===== src/hw/rtl/plss_pkg.sv =====
// Shared types and constants for the pulsed LED sensor sampler.
package plss_pkg;

	// Item selector codes carried in tuser
	localparam logic [1:0] FUNC_TICK   = 2'd0;
	localparam logic [1:0] FUNC_SAMPLE = 2'd1;
	localparam logic [1:0] FUNC_TRIG   = 2'd2;

	// Pulse phases
	localparam logic [1:0] PH_OFF    = 2'd0;
	localparam logic [1:0] PH_BEFORE = 2'd1;
	localparam logic [1:0] PH_AFTER  = 2'd2;

	localparam int SAMPLE_MAX  = 1023;
	localparam int MV_PER_LSB  = 5;
	localparam int MEAN_W      = 13;
	localparam int OUT_DEPTH   = 8;

	// Width of the running sum for n samples
	function automatic int sum_width(input int n);
		return $clog2(SAMPLE_MAX * n + 1);
	endfunction

	// Width of sum * 5, the dividend of the mean
	function automatic int dividend_width(input int n);
		return $clog2(SAMPLE_MAX * MV_PER_LSB * n + 1);
	endfunction

	// Per-item flags passed down the pipe
	typedef struct packed {
		logic running;
		logic mean_valid;
		logic start_conversion;
		logic led_on;
	} ctl_t;

	// One result item, led_on in bit 0
	typedef struct packed {
		logic              running;
		logic [MEAN_W-1:0] mean_mv;
		logic              mean_valid;
		logic              start_conversion;
		logic              led_on;
	} out_item_t;

endpackage


===== src/hw/rtl/plss_core.sv =====
// Pulse sequencer and sample accumulator, one item per cycle.
module plss_core import plss_pkg::*; #(
	parameter int SAMPLES_PER_MEAN = 16
) (
	input  logic                                          clk,
	input  logic                                          arst_n,
	input  logic                                          in_valid_s1,
	input  logic [1:0]                                    func_s1,
	input  logic [9:0]                                    sample_s1,
	input  logic [15:0]                                   off_ticks,
	input  logic [15:0]                                   before_sample_ticks,
	input  logic [15:0]                                   after_sample_ticks,
	input  logic                                          continuous_mode,
	output logic                                          res_valid_s2,
	output ctl_t                                          res_s2,
	output logic [dividend_width(SAMPLES_PER_MEAN)-1:0]   dividend_s2
);

	localparam int SUM_W = sum_width(SAMPLES_PER_MEAN);
	localparam int DIV_W = dividend_width(SAMPLES_PER_MEAN);
	localparam int CNT_W = $clog2(SAMPLES_PER_MEAN + 1);
	localparam logic [CNT_W-1:0] LAST_CNT = CNT_W'(SAMPLES_PER_MEAN - 1);

	logic [1:0]       phase_q, phase_n;
	logic [15:0]      ticks_q, ticks_n;
	logic             led_q, led_n;
	logic             active_q, active_n;
	logic [CNT_W-1:0] cnt_q, cnt_n;
	logic [SUM_W-1:0] sum_q, sum_n, sum_add;
	logic [DIV_W-1:0] dividend;
	logic             conv, fresh;

	assign sum_add  = sum_q + SUM_W'(sample_s1);
	// sum * 5 as shift and add
	assign dividend = (DIV_W'(sum_add) << 2) + DIV_W'(sum_add);

	always_comb begin
		phase_n  = phase_q;
		ticks_n  = ticks_q;
		led_n    = led_q;
		active_n = active_q;
		cnt_n    = cnt_q;
		sum_n    = sum_q;
		conv     = 1'b0;
		fresh    = 1'b0;
		unique case (func_s1)
			FUNC_TICK: begin
				if (active_q) begin
					if (ticks_q > 16'd1) begin
						ticks_n = ticks_q - 16'd1;
					end else begin
						unique case (phase_q)
							PH_BEFORE: begin
								conv    = 1'b1;
								phase_n = PH_AFTER;
								ticks_n = after_sample_ticks;
							end
							PH_AFTER: begin
								led_n   = 1'b0;
								phase_n = PH_OFF;
								ticks_n = off_ticks;
							end
							default: begin
								led_n   = 1'b1;
								phase_n = PH_BEFORE;
								ticks_n = before_sample_ticks;
							end
						endcase
					end
				end
			end
			FUNC_SAMPLE: begin
				if (active_q) begin
					sum_n = sum_add;
					cnt_n = cnt_q + CNT_W'(1);
					if (cnt_q == LAST_CNT) begin
						// mean done: stop, LED off, restart in continuous mode
						fresh    = 1'b1;
						sum_n    = '0;
						cnt_n    = '0;
						led_n    = 1'b0;
						phase_n  = PH_OFF;
						active_n = continuous_mode;
						ticks_n  = continuous_mode ? off_ticks : 16'd0;
					end
				end
			end
			FUNC_TRIG: begin
				if (!active_q) begin
					active_n = 1'b1;
					led_n    = 1'b0;
					phase_n  = PH_OFF;
					ticks_n  = off_ticks;
				end
			end
			default: begin
			end
		endcase
	end

	always_ff @(posedge clk or negedge arst_n) begin
		if (!arst_n) begin
			phase_q      <= PH_OFF;
			ticks_q      <= '0;
			led_q        <= 1'b0;
			active_q     <= 1'b0;
			cnt_q        <= '0;
			sum_q        <= '0;
			res_valid_s2 <= 1'b0;
		end else begin
			res_valid_s2 <= in_valid_s1;
			if (in_valid_s1) begin
				phase_q  <= phase_n;
				ticks_q  <= ticks_n;
				led_q    <= led_n;
				active_q <= active_n;
				cnt_q    <= cnt_n;
				sum_q    <= sum_n;
			end
		end
	end

	always_ff @(posedge clk) begin
		if (in_valid_s1) begin
			res_s2.running          <= active_n;
			res_s2.mean_valid       <= fresh;
			res_s2.start_conversion <= conv;
			res_s2.led_on           <= led_n;
			dividend_s2             <= dividend;
		end
	end

endmodule


===== src/hw/rtl/plss_mean.sv =====
// Mean by reciprocal multiply and the held mean register.
module plss_mean import plss_pkg::*; #(
	parameter int SAMPLES_PER_MEAN = 16
) (
	input  logic                                        clk,
	input  logic                                        arst_n,
	input  logic                                        res_valid_s2,
	input  ctl_t                                        res_s2,
	input  logic [dividend_width(SAMPLES_PER_MEAN)-1:0] dividend_s2,
	output logic                                        item_valid,
	output out_item_t                                   item
);

	localparam int DIV_W = dividend_width(SAMPLES_PER_MEAN);
	localparam int SH    = DIV_W + $clog2(SAMPLES_PER_MEAN);
	// ceil(2^SH / N): exact floor quotient for any dividend below 2^DIV_W
	localparam longint MULT_L = ((64'sd1 <<< SH) + SAMPLES_PER_MEAN - 1) / SAMPLES_PER_MEAN;
	localparam int M_W    = $clog2(MULT_L + 1);
	localparam int PROD_W = DIV_W + M_W;
	localparam logic [M_W-1:0] MULT = M_W'(MULT_L);

	logic              valid_s3;
	ctl_t              res_s3;
	logic [PROD_W-1:0] prod_s3;
	logic [MEAN_W-1:0] held_q;
	logic [MEAN_W-1:0] quot;

	assign quot = MEAN_W'(prod_s3 >> SH);

	always_ff @(posedge clk or negedge arst_n) begin
		if (!arst_n) begin
			valid_s3 <= 1'b0;
			held_q   <= '0;
		end else begin
			valid_s3 <= res_valid_s2;
			if (valid_s3 && res_s3.mean_valid) begin
				held_q <= quot;
			end
		end
	end

	always_ff @(posedge clk) begin
		if (res_valid_s2) begin
			res_s3  <= res_s2;
			prod_s3 <= PROD_W'(dividend_s2) * PROD_W'(MULT);
		end
	end

	assign item_valid            = valid_s3;
	assign item.running          = res_s3.running;
	assign item.mean_valid       = res_s3.mean_valid;
	assign item.start_conversion = res_s3.start_conversion;
	assign item.led_on           = res_s3.led_on;
	assign item.mean_mv          = res_s3.mean_valid ? quot : held_q;

endmodule


===== src/hw/rtl/plss_fifo.sv =====
// Small register queue holding finished results for the output side.
module plss_fifo #(
	parameter int WIDTH = 17,
	parameter int DEPTH = 8
) (
	input  logic             clk,
	input  logic             arst_n,
	input  logic             wr_en,
	input  logic [WIDTH-1:0] wr_data,
	input  logic             rd_en,
	output logic [WIDTH-1:0] rd_data,
	output logic             not_empty
);

	localparam int PTR_W = (DEPTH > 1) ? $clog2(DEPTH) : 1;
	localparam int CNT_W = $clog2(DEPTH + 1);
	localparam logic [PTR_W-1:0] LAST_PTR = PTR_W'(DEPTH - 1);

	logic [WIDTH-1:0] mem_q [DEPTH];
	logic [PTR_W-1:0] wr_ptr_q, rd_ptr_q;
	logic [CNT_W-1:0] count_q;

	always_ff @(posedge clk or negedge arst_n) begin
		if (!arst_n) begin
			wr_ptr_q <= '0;
			rd_ptr_q <= '0;
			count_q  <= '0;
		end else begin
			if (wr_en) begin
				wr_ptr_q <= (wr_ptr_q == LAST_PTR) ? '0 : wr_ptr_q + PTR_W'(1);
			end
			if (rd_en) begin
				rd_ptr_q <= (rd_ptr_q == LAST_PTR) ? '0 : rd_ptr_q + PTR_W'(1);
			end
			if (wr_en && !rd_en) begin
				count_q <= count_q + CNT_W'(1);
			end else if (rd_en && !wr_en) begin
				count_q <= count_q - CNT_W'(1);
			end
		end
	end

	always_ff @(posedge clk) begin
		if (wr_en) begin
			mem_q[wr_ptr_q] <= wr_data;
		end
	end

	assign rd_data   = mem_q[rd_ptr_q];
	assign not_empty = (count_q != '0);

endmodule


===== src/hw/rtl/pulsed_led_sensor_sampler_unit.sv =====
// Top level of the pulsed LED sensor sampler: stream ports, APB registers, pipeline.
//
//  channel   | dir | payload                                  | transfer when
//  ----------+-----+------------------------------------------+------------------------------
//  s_axis    | in  | tuser: func, tdata: sample_value          | s_axis_tvalid & s_axis_tready
//  m_axis    | out | tdata: led_on..running (one result/item)  | m_axis_tvalid & m_axis_tready
//  apb       | in  | four config registers at 0x0,0x4,0x8,0xC  | psel & penable & pwrite
//
// One item per clock sustained while the result queue has credit. A result passes the
// input register, the sequencer/accumulator stage, the reciprocal multiply stage and the
// output queue write before it shows on m_axis. The rate is set by the sequencer state
// update.
// Reset (arst_n low) idles the sequencer, clears sum, count and held mean, and
// restores the register defaults.
// Input and output are decoupled by an 8-entry result queue; s_axis_tready is a
// registered credit check, so a stalled consumer stops input only once eight
// transfers are outstanding.
module pulsed_led_sensor_sampler_unit import plss_pkg::*; #(
	parameter int SAMPLES_PER_MEAN = 16
) (
	input  logic        clk,
	input  logic        arst_n,
	// input stream
	input  logic        s_axis_tvalid,
	output logic        s_axis_tready,
	input  logic [15:0] s_axis_tdata,   // [9:0] sample_value, [15:10] zero
	input  logic [1:0]  s_axis_tuser,   // [1:0] func
	// output stream
	output logic        m_axis_tvalid,
	input  logic        m_axis_tready,
	output logic [23:0] m_axis_tdata,   // [0] led_on, [1] start_conversion, [2] mean_valid,
	                                    // [15:3] mean_mv, [16] running, [23:17] zero
	// configuration
	input  logic        psel,
	input  logic        penable,
	input  logic        pwrite,
	input  logic [3:0]  paddr,
	input  logic [31:0] pwdata,
	output logic [31:0] prdata,
	output logic        pready
);

	localparam int DIV_W  = dividend_width(SAMPLES_PER_MEAN);
	localparam int PEND_W = $clog2(OUT_DEPTH + 1);
	localparam int ITEM_W = $bits(out_item_t);

	// register index codes (paddr[3:2])
	localparam logic [1:0] REG_OFF    = 2'd0;
	localparam logic [1:0] REG_BEFORE = 2'd1;
	localparam logic [1:0] REG_AFTER  = 2'd2;
	localparam logic [1:0] REG_CONT   = 2'd3;

	// config registers
	logic [15:0] off_ticks_q;
	logic [15:0] before_ticks_q;
	logic [15:0] after_ticks_q;
	logic        cont_q;
	logic        cfg_wr;
	logic [1:0]  cfg_idx;

	// pipeline
	logic             in_xfer, out_xfer;
	logic             valid_s1;
	logic [1:0]       func_s1;
	logic [9:0]       sample_s1;
	logic             res_valid_s2;
	ctl_t             res_s2;
	logic [DIV_W-1:0] dividend_s2;
	logic             item_valid;
	out_item_t        item;
	logic [ITEM_W-1:0] fifo_out;
	logic [PEND_W-1:0] pend_q;

	// ---------------- APB register file ----------------
	assign pready  = 1'b1;
	assign cfg_idx = paddr[3:2];
	assign cfg_wr  = psel && penable && pwrite && pready;

	always_ff @(posedge clk or negedge arst_n) begin
		if (!arst_n) begin
			off_ticks_q    <= 16'd9600;
			before_ticks_q <= 16'd280;
			after_ticks_q  <= 16'd40;
			cont_q         <= 1'b1;
		end else if (cfg_wr) begin
			unique case (cfg_idx)
				REG_OFF:    off_ticks_q    <= pwdata[15:0];
				REG_BEFORE: before_ticks_q <= pwdata[15:0];
				REG_AFTER:  after_ticks_q  <= pwdata[15:0];
				REG_CONT:   cont_q         <= pwdata[0];
			endcase
		end
	end

	always_comb begin
		unique case (cfg_idx)
			REG_OFF:    prdata = {16'd0, off_ticks_q};
			REG_BEFORE: prdata = {16'd0, before_ticks_q};
			REG_AFTER:  prdata = {16'd0, after_ticks_q};
			REG_CONT:   prdata = {31'd0, cont_q};
		endcase
	end

	// ---------------- flow control ----------------
	// pend_q counts items accepted but not yet sent; queue can always hold them all
	assign s_axis_tready = (pend_q < PEND_W'(OUT_DEPTH));
	assign in_xfer       = s_axis_tvalid && s_axis_tready;
	assign out_xfer      = m_axis_tvalid && m_axis_tready;

	always_ff @(posedge clk or negedge arst_n) begin
		if (!arst_n) begin
			pend_q   <= '0;
			valid_s1 <= 1'b0;
		end else begin
			valid_s1 <= in_xfer;
			if (in_xfer && !out_xfer) begin
				pend_q <= pend_q + PEND_W'(1);
			end else if (out_xfer && !in_xfer) begin
				pend_q <= pend_q - PEND_W'(1);
			end
		end
	end

	// input register
	always_ff @(posedge clk) begin
		if (in_xfer) begin
			func_s1   <= s_axis_tuser;
			sample_s1 <= s_axis_tdata[9:0];
		end
	end

	// ---------------- datapath ----------------
	plss_core #(
		.SAMPLES_PER_MEAN (SAMPLES_PER_MEAN)
	) u_core (
		.clk                 (clk),
		.arst_n              (arst_n),
		.in_valid_s1         (valid_s1),
		.func_s1             (func_s1),
		.sample_s1           (sample_s1),
		.off_ticks           (off_ticks_q),
		.before_sample_ticks (before_ticks_q),
		.after_sample_ticks  (after_ticks_q),
		.continuous_mode     (cont_q),
		.res_valid_s2        (res_valid_s2),
		.res_s2              (res_s2),
		.dividend_s2         (dividend_s2)
	);

	plss_mean #(
		.SAMPLES_PER_MEAN (SAMPLES_PER_MEAN)
	) u_mean (
		.clk          (clk),
		.arst_n       (arst_n),
		.res_valid_s2 (res_valid_s2),
		.res_s2       (res_s2),
		.dividend_s2  (dividend_s2),
		.item_valid   (item_valid),
		.item         (item)
	);

	plss_fifo #(
		.WIDTH (ITEM_W),
		.DEPTH (OUT_DEPTH)
	) u_fifo (
		.clk       (clk),
		.arst_n    (arst_n),
		.wr_en     (item_valid),
		.wr_data   (item),
		.rd_en     (out_xfer),
		.rd_data   (fifo_out),
		.not_empty (m_axis_tvalid)
	);

	assign m_axis_tdata = {(24 - ITEM_W)'(0), fifo_out};

endmodule


===== config.mk =====
export PLATFORM = sky130hd
export DESIGN_NAME = pulsed_led_sensor_sampler_unit
export DESIGN_NICKNAME = d
export VERILOG_FILES = /design/src/hw/rtl/plss_pkg.sv /design/src/hw/rtl/plss_core.sv /design/src/hw/rtl/plss_mean.sv /design/src/hw/rtl/plss_fifo.sv /design/src/hw/rtl/pulsed_led_sensor_sampler_unit.sv
export SDC_FILE = /design/constraint.sdc
export NUM_CORES = 1
export LEC_CHECK = 0
export BUFFER_PORTS_ARGS = -buffer_cell sky130_fd_sc_hd__buf_2
export CORE_UTILIZATION = 25
export CTS_CLUSTER_SIZE = 20
export DETAILED_ROUTE_END_ITERATION = 8
export GPL_ROUTABILITY_DRIVEN = 0
export SLEW_MARGIN = 20
export SYNTH_ARGS = -nofsm -noshare
export SYNTH_HDL_FRONTEND = slang
export SYNTH_SLANG_ARGS = --single-unit

===== constraint.sdc =====
create_clock -name clk -period 3.9 [get_ports clk]
set_input_delay 0.78 -clock clk [delete_from_list [all_inputs] [get_ports clk]]
set_output_delay 0.78 -clock clk [all_outputs]
set_load 0.03 [all_outputs]

==> flow_summary.yaml <==
run_status:
  status: "completed"
grt:
  grt_max_degree: 73
  grt_pass1_wl_um: 47600
  antenna_found_initial: 1
  overflow: 0
  grtUsageTotal: 0.106
  grt_pass1_vias: 8550
yosys:
  syn_area_um2: 14200
  synthMuxAreaShare: 0.144
  synth_top_area_frac: 0.385
  synth.avg_cell_area_um2: 13.7
  synth_compound_area_frac: 0.0987
  ys_seq_elements: 300
  async_flop_share: 0.393
  synth_top_family_by_area: "multiplexers"
  yosysMostFrequentCell: "edfxtp_1"
  synth_area_leaders: "edfxtp_1 39%, dfrtp_1 19%, mux2_2 7.7%"
  synthAdderAreaFrac: 0.0394
  yosysTopAreaCell: "edfxtp_1"
  yosys-top-cells-count: "182 x edfxtp_1, 108 x dfrtp_1, 97 x mux2_2"
  synth_xor_area_frac: 0.0270
  synth-edff-count: 182
  synthCells: 1036
  yosysWarnings: 0
  synthSimpleGateAreaFrac: 0.0663
  ys_types: 68
  seq_area_frac_synth: 0.595
  synthFlopType: "edfxtp_1"
drt:
  wl_um: 30100
  vias: 8525
  via_per_inst: 4.48
  postRouteAntennaNets: 0
  drt_first_pass_iters: 5
  drc: 0
  drtIter0Drc: 465
  wire_per_inst_um: 15.8
setup_path:
  startpoint_type: "flip-flop"
  critPathCaptureType: "flip-flop"
  worstReg2RegStart: "sample_s1[1]"
  crit_fanout: 3
  required_ps: 4200
  reg2reg_depth: 13
  worstPathArrival_ps: 4110
  path_class: "flip-flop to flip-flop"
  critPathLaunch: "sample_s1[1]"
final_layout:
  fillers: 5573
  drive_above_1_share: 0.286
  syn_to_final_growth_pct: 18.2
  final_nets: 1234
  antenna_cells: 0
  fin_util: 0.302
  stdcell_area_um2: 16800
  instances_no_fill: 1905
place:
  hpwl_um: 19100
  place_inst: 1842
  place_ws_ps: 8.98
  port-buffer-count: 71
  placed_cell_area_um2: 15600
floorplan:
  die_height_um: 240
  core_area_um2: 55500
  ioPinCount: 120
  die_w_um: 240
  start_util: 0.255
  rows: 86
  die_area_um2: 57700
min_path:
  hp-class: "primary input to asynchronous set/reset pin"
timing:
  timing.final.ws_setup_ps: 86.8
  final_hold_viol_count: 0
  post-route-period-util: 0.978
  finalCriticalPeriod_ps: 3810
  finClkSkew_ps: 22.4
  clock.fmax_mhz: 262
  max-slew-margin-rel: 0.293
  holdWs_ps: 369
  tns_ps: 0
  drv_slew: 0
  setup_viol: 0
  max_slew.worst_pin.slew_ps: 1060
  rsz0062_at_grt: "true"
clock_network:
  cts_max_path_buffers: 3
  path_clk_slew_ps: 70
  cts_buffers: 34
  cts_tree: "built"
  clk_latency_ps: 550
  ctsRootBufferMaster: "clkbuf_16"
  htreeDepth: 2
  cts_sinks: 300
  hold_buffers: 0
power_and_ir_drop:
  leakage_nw: 6.22
  peakVddDrop_v: 0.000344
  total_power_mw: 13.3
  powerDensity_nw_per_um2: 795
flow_run:
  drv_cap: 0
==> critical path, cell delays in order (launching register included) <==
cell and delay [ps]:
edfxtp_1 430, ha_4 270, a211o_1 320, a21o_4 230
o21ai_2 160, xor2_2 180, inv_1 100, ha_1 230
or4_4 550, a31oi_4 260, a21oi_2 90, o211a_1 240
o211a_1 210, a311o_1 320
==> area by class of cell <==
cell class | count | area [um2] | area share
clock inverters | 17 | 156 | 0.00933
well taps | 748 | 936 | 0.0559
multi-input cells | 671 | 5590 | 0.334
flip-flops and latches | 300 | 8430 | 0.503
clock buffers | 45 | 923 | 0.0551
inverters | 17 | 63.8 | 0.00381
repair buffers | 107 | 653 | 0.0390
==> registers in the layout, summed over array words and instances (netlist names), 3 cells and up <==
signal              flops
u_fifo.count_q          4
before_ticks_q         16
u_fifo.mem_q          136
off_ticks_q            16
u_core.sum_q           14
pend_q                  4
sample_s1              10
u_mean.item             4
u_core.dividend_s2     13
u_fifo.wr_ptr_q         3
u_mean.prod_s3         13
u_mean.held_q          13
u_fifo.rd_ptr_q         3
after_ticks_q          16
u_core.ticks_q         16
u_core.res_s2           4
u_core.cnt_q            5
==> layout by cell type, fill, tap and decap left out, types with 4 or more instances in the layout <==
master / instances
edfxtp_1: 182
dfrtp_1: 107
mux2_2: 97
nand2_1: 71
buf_2: 70
nor2_1: 65
a21oi_1: 58
o21ai_0: 49
ha_1: 36
mux4_2: 35
clkbuf_16: 35
buf_4: 35
xnor2_1: 25
conb_1: 24
inv_1: 17
mux2i_1: 16
a22oi_1: 16
xor2_1: 13
a21o_1: 12
a22o_1: 12
nand2b_1: 11
nand3_1: 10
a211oi_1: 10
dfstp_2: 10
clkbuf_1: 9
nor3_1: 8
o211ai_1: 8
clkinv_1: 7
a21oi_2: 4
nand4_1: 4
nor2b_1: 4
nor3_4: 4
nand3b_1: 4
==> cells by family (layout without fill, tap and decap cells) <==
kind of cell / Yosys count / after routing
flip-flops: 300 / 300
other: 2 / 24
buffers and inverters: 87 / 186
AO/OA/AOI/OAI: 209 / 209
adder cells (fa/ha/maj): 43 / 43
AND/OR/NAND/NOR: 205 / 205
XOR/XNOR: 42 / 42
multiplexers: 148 / 148
==> path summary, 6_finish.rpt <==
| check | endpoint | slack (ps) |
|---|---|---|
| worst min register to register | u_mean.item[1] | 410 |
| worst min-delay path | u_fifo.count_q[1] | 370 |
| max in group asynchronous | pend_q[2] | 2670 |
| min in group clk | u_mean.item[1] | 410 |
| worst max register to register | u_core.dividend_s2[14] | 90 |
| worst max-delay path | u_core.dividend_s2[14] | 90 |
==> per-layer routing <==
layer  wire length, um  part of all wire  up-vias  track usage
li1                  -                 -     4052            -
met1             14000              0.46     4266        0.142
met2             14300              0.48      165        0.172
met3              1290             0.043       42       0.0215
met4               549             0.018        0       0.0311
met5                 0                 0        -            0
==> power breakdown <==
group / internal, mW / switching, mW / total [mW]
combinational: 2.30 / 2.87 / 5.17
sequential: 4.44 / 0.600 / 5.04
clock: 1.82 / 1.29 / 3.10
==> what timing repair did <==
| action | CTS | global route |
|---|---|---|
| resized for setup | 1 | 16 |
| pin swaps | 1 | 5 |
| endpoints found under the setup margin | 1 | 4 |
| setup buffers | 0 | 1 |
Note: power is estimated with default switching activity, not from simulation.
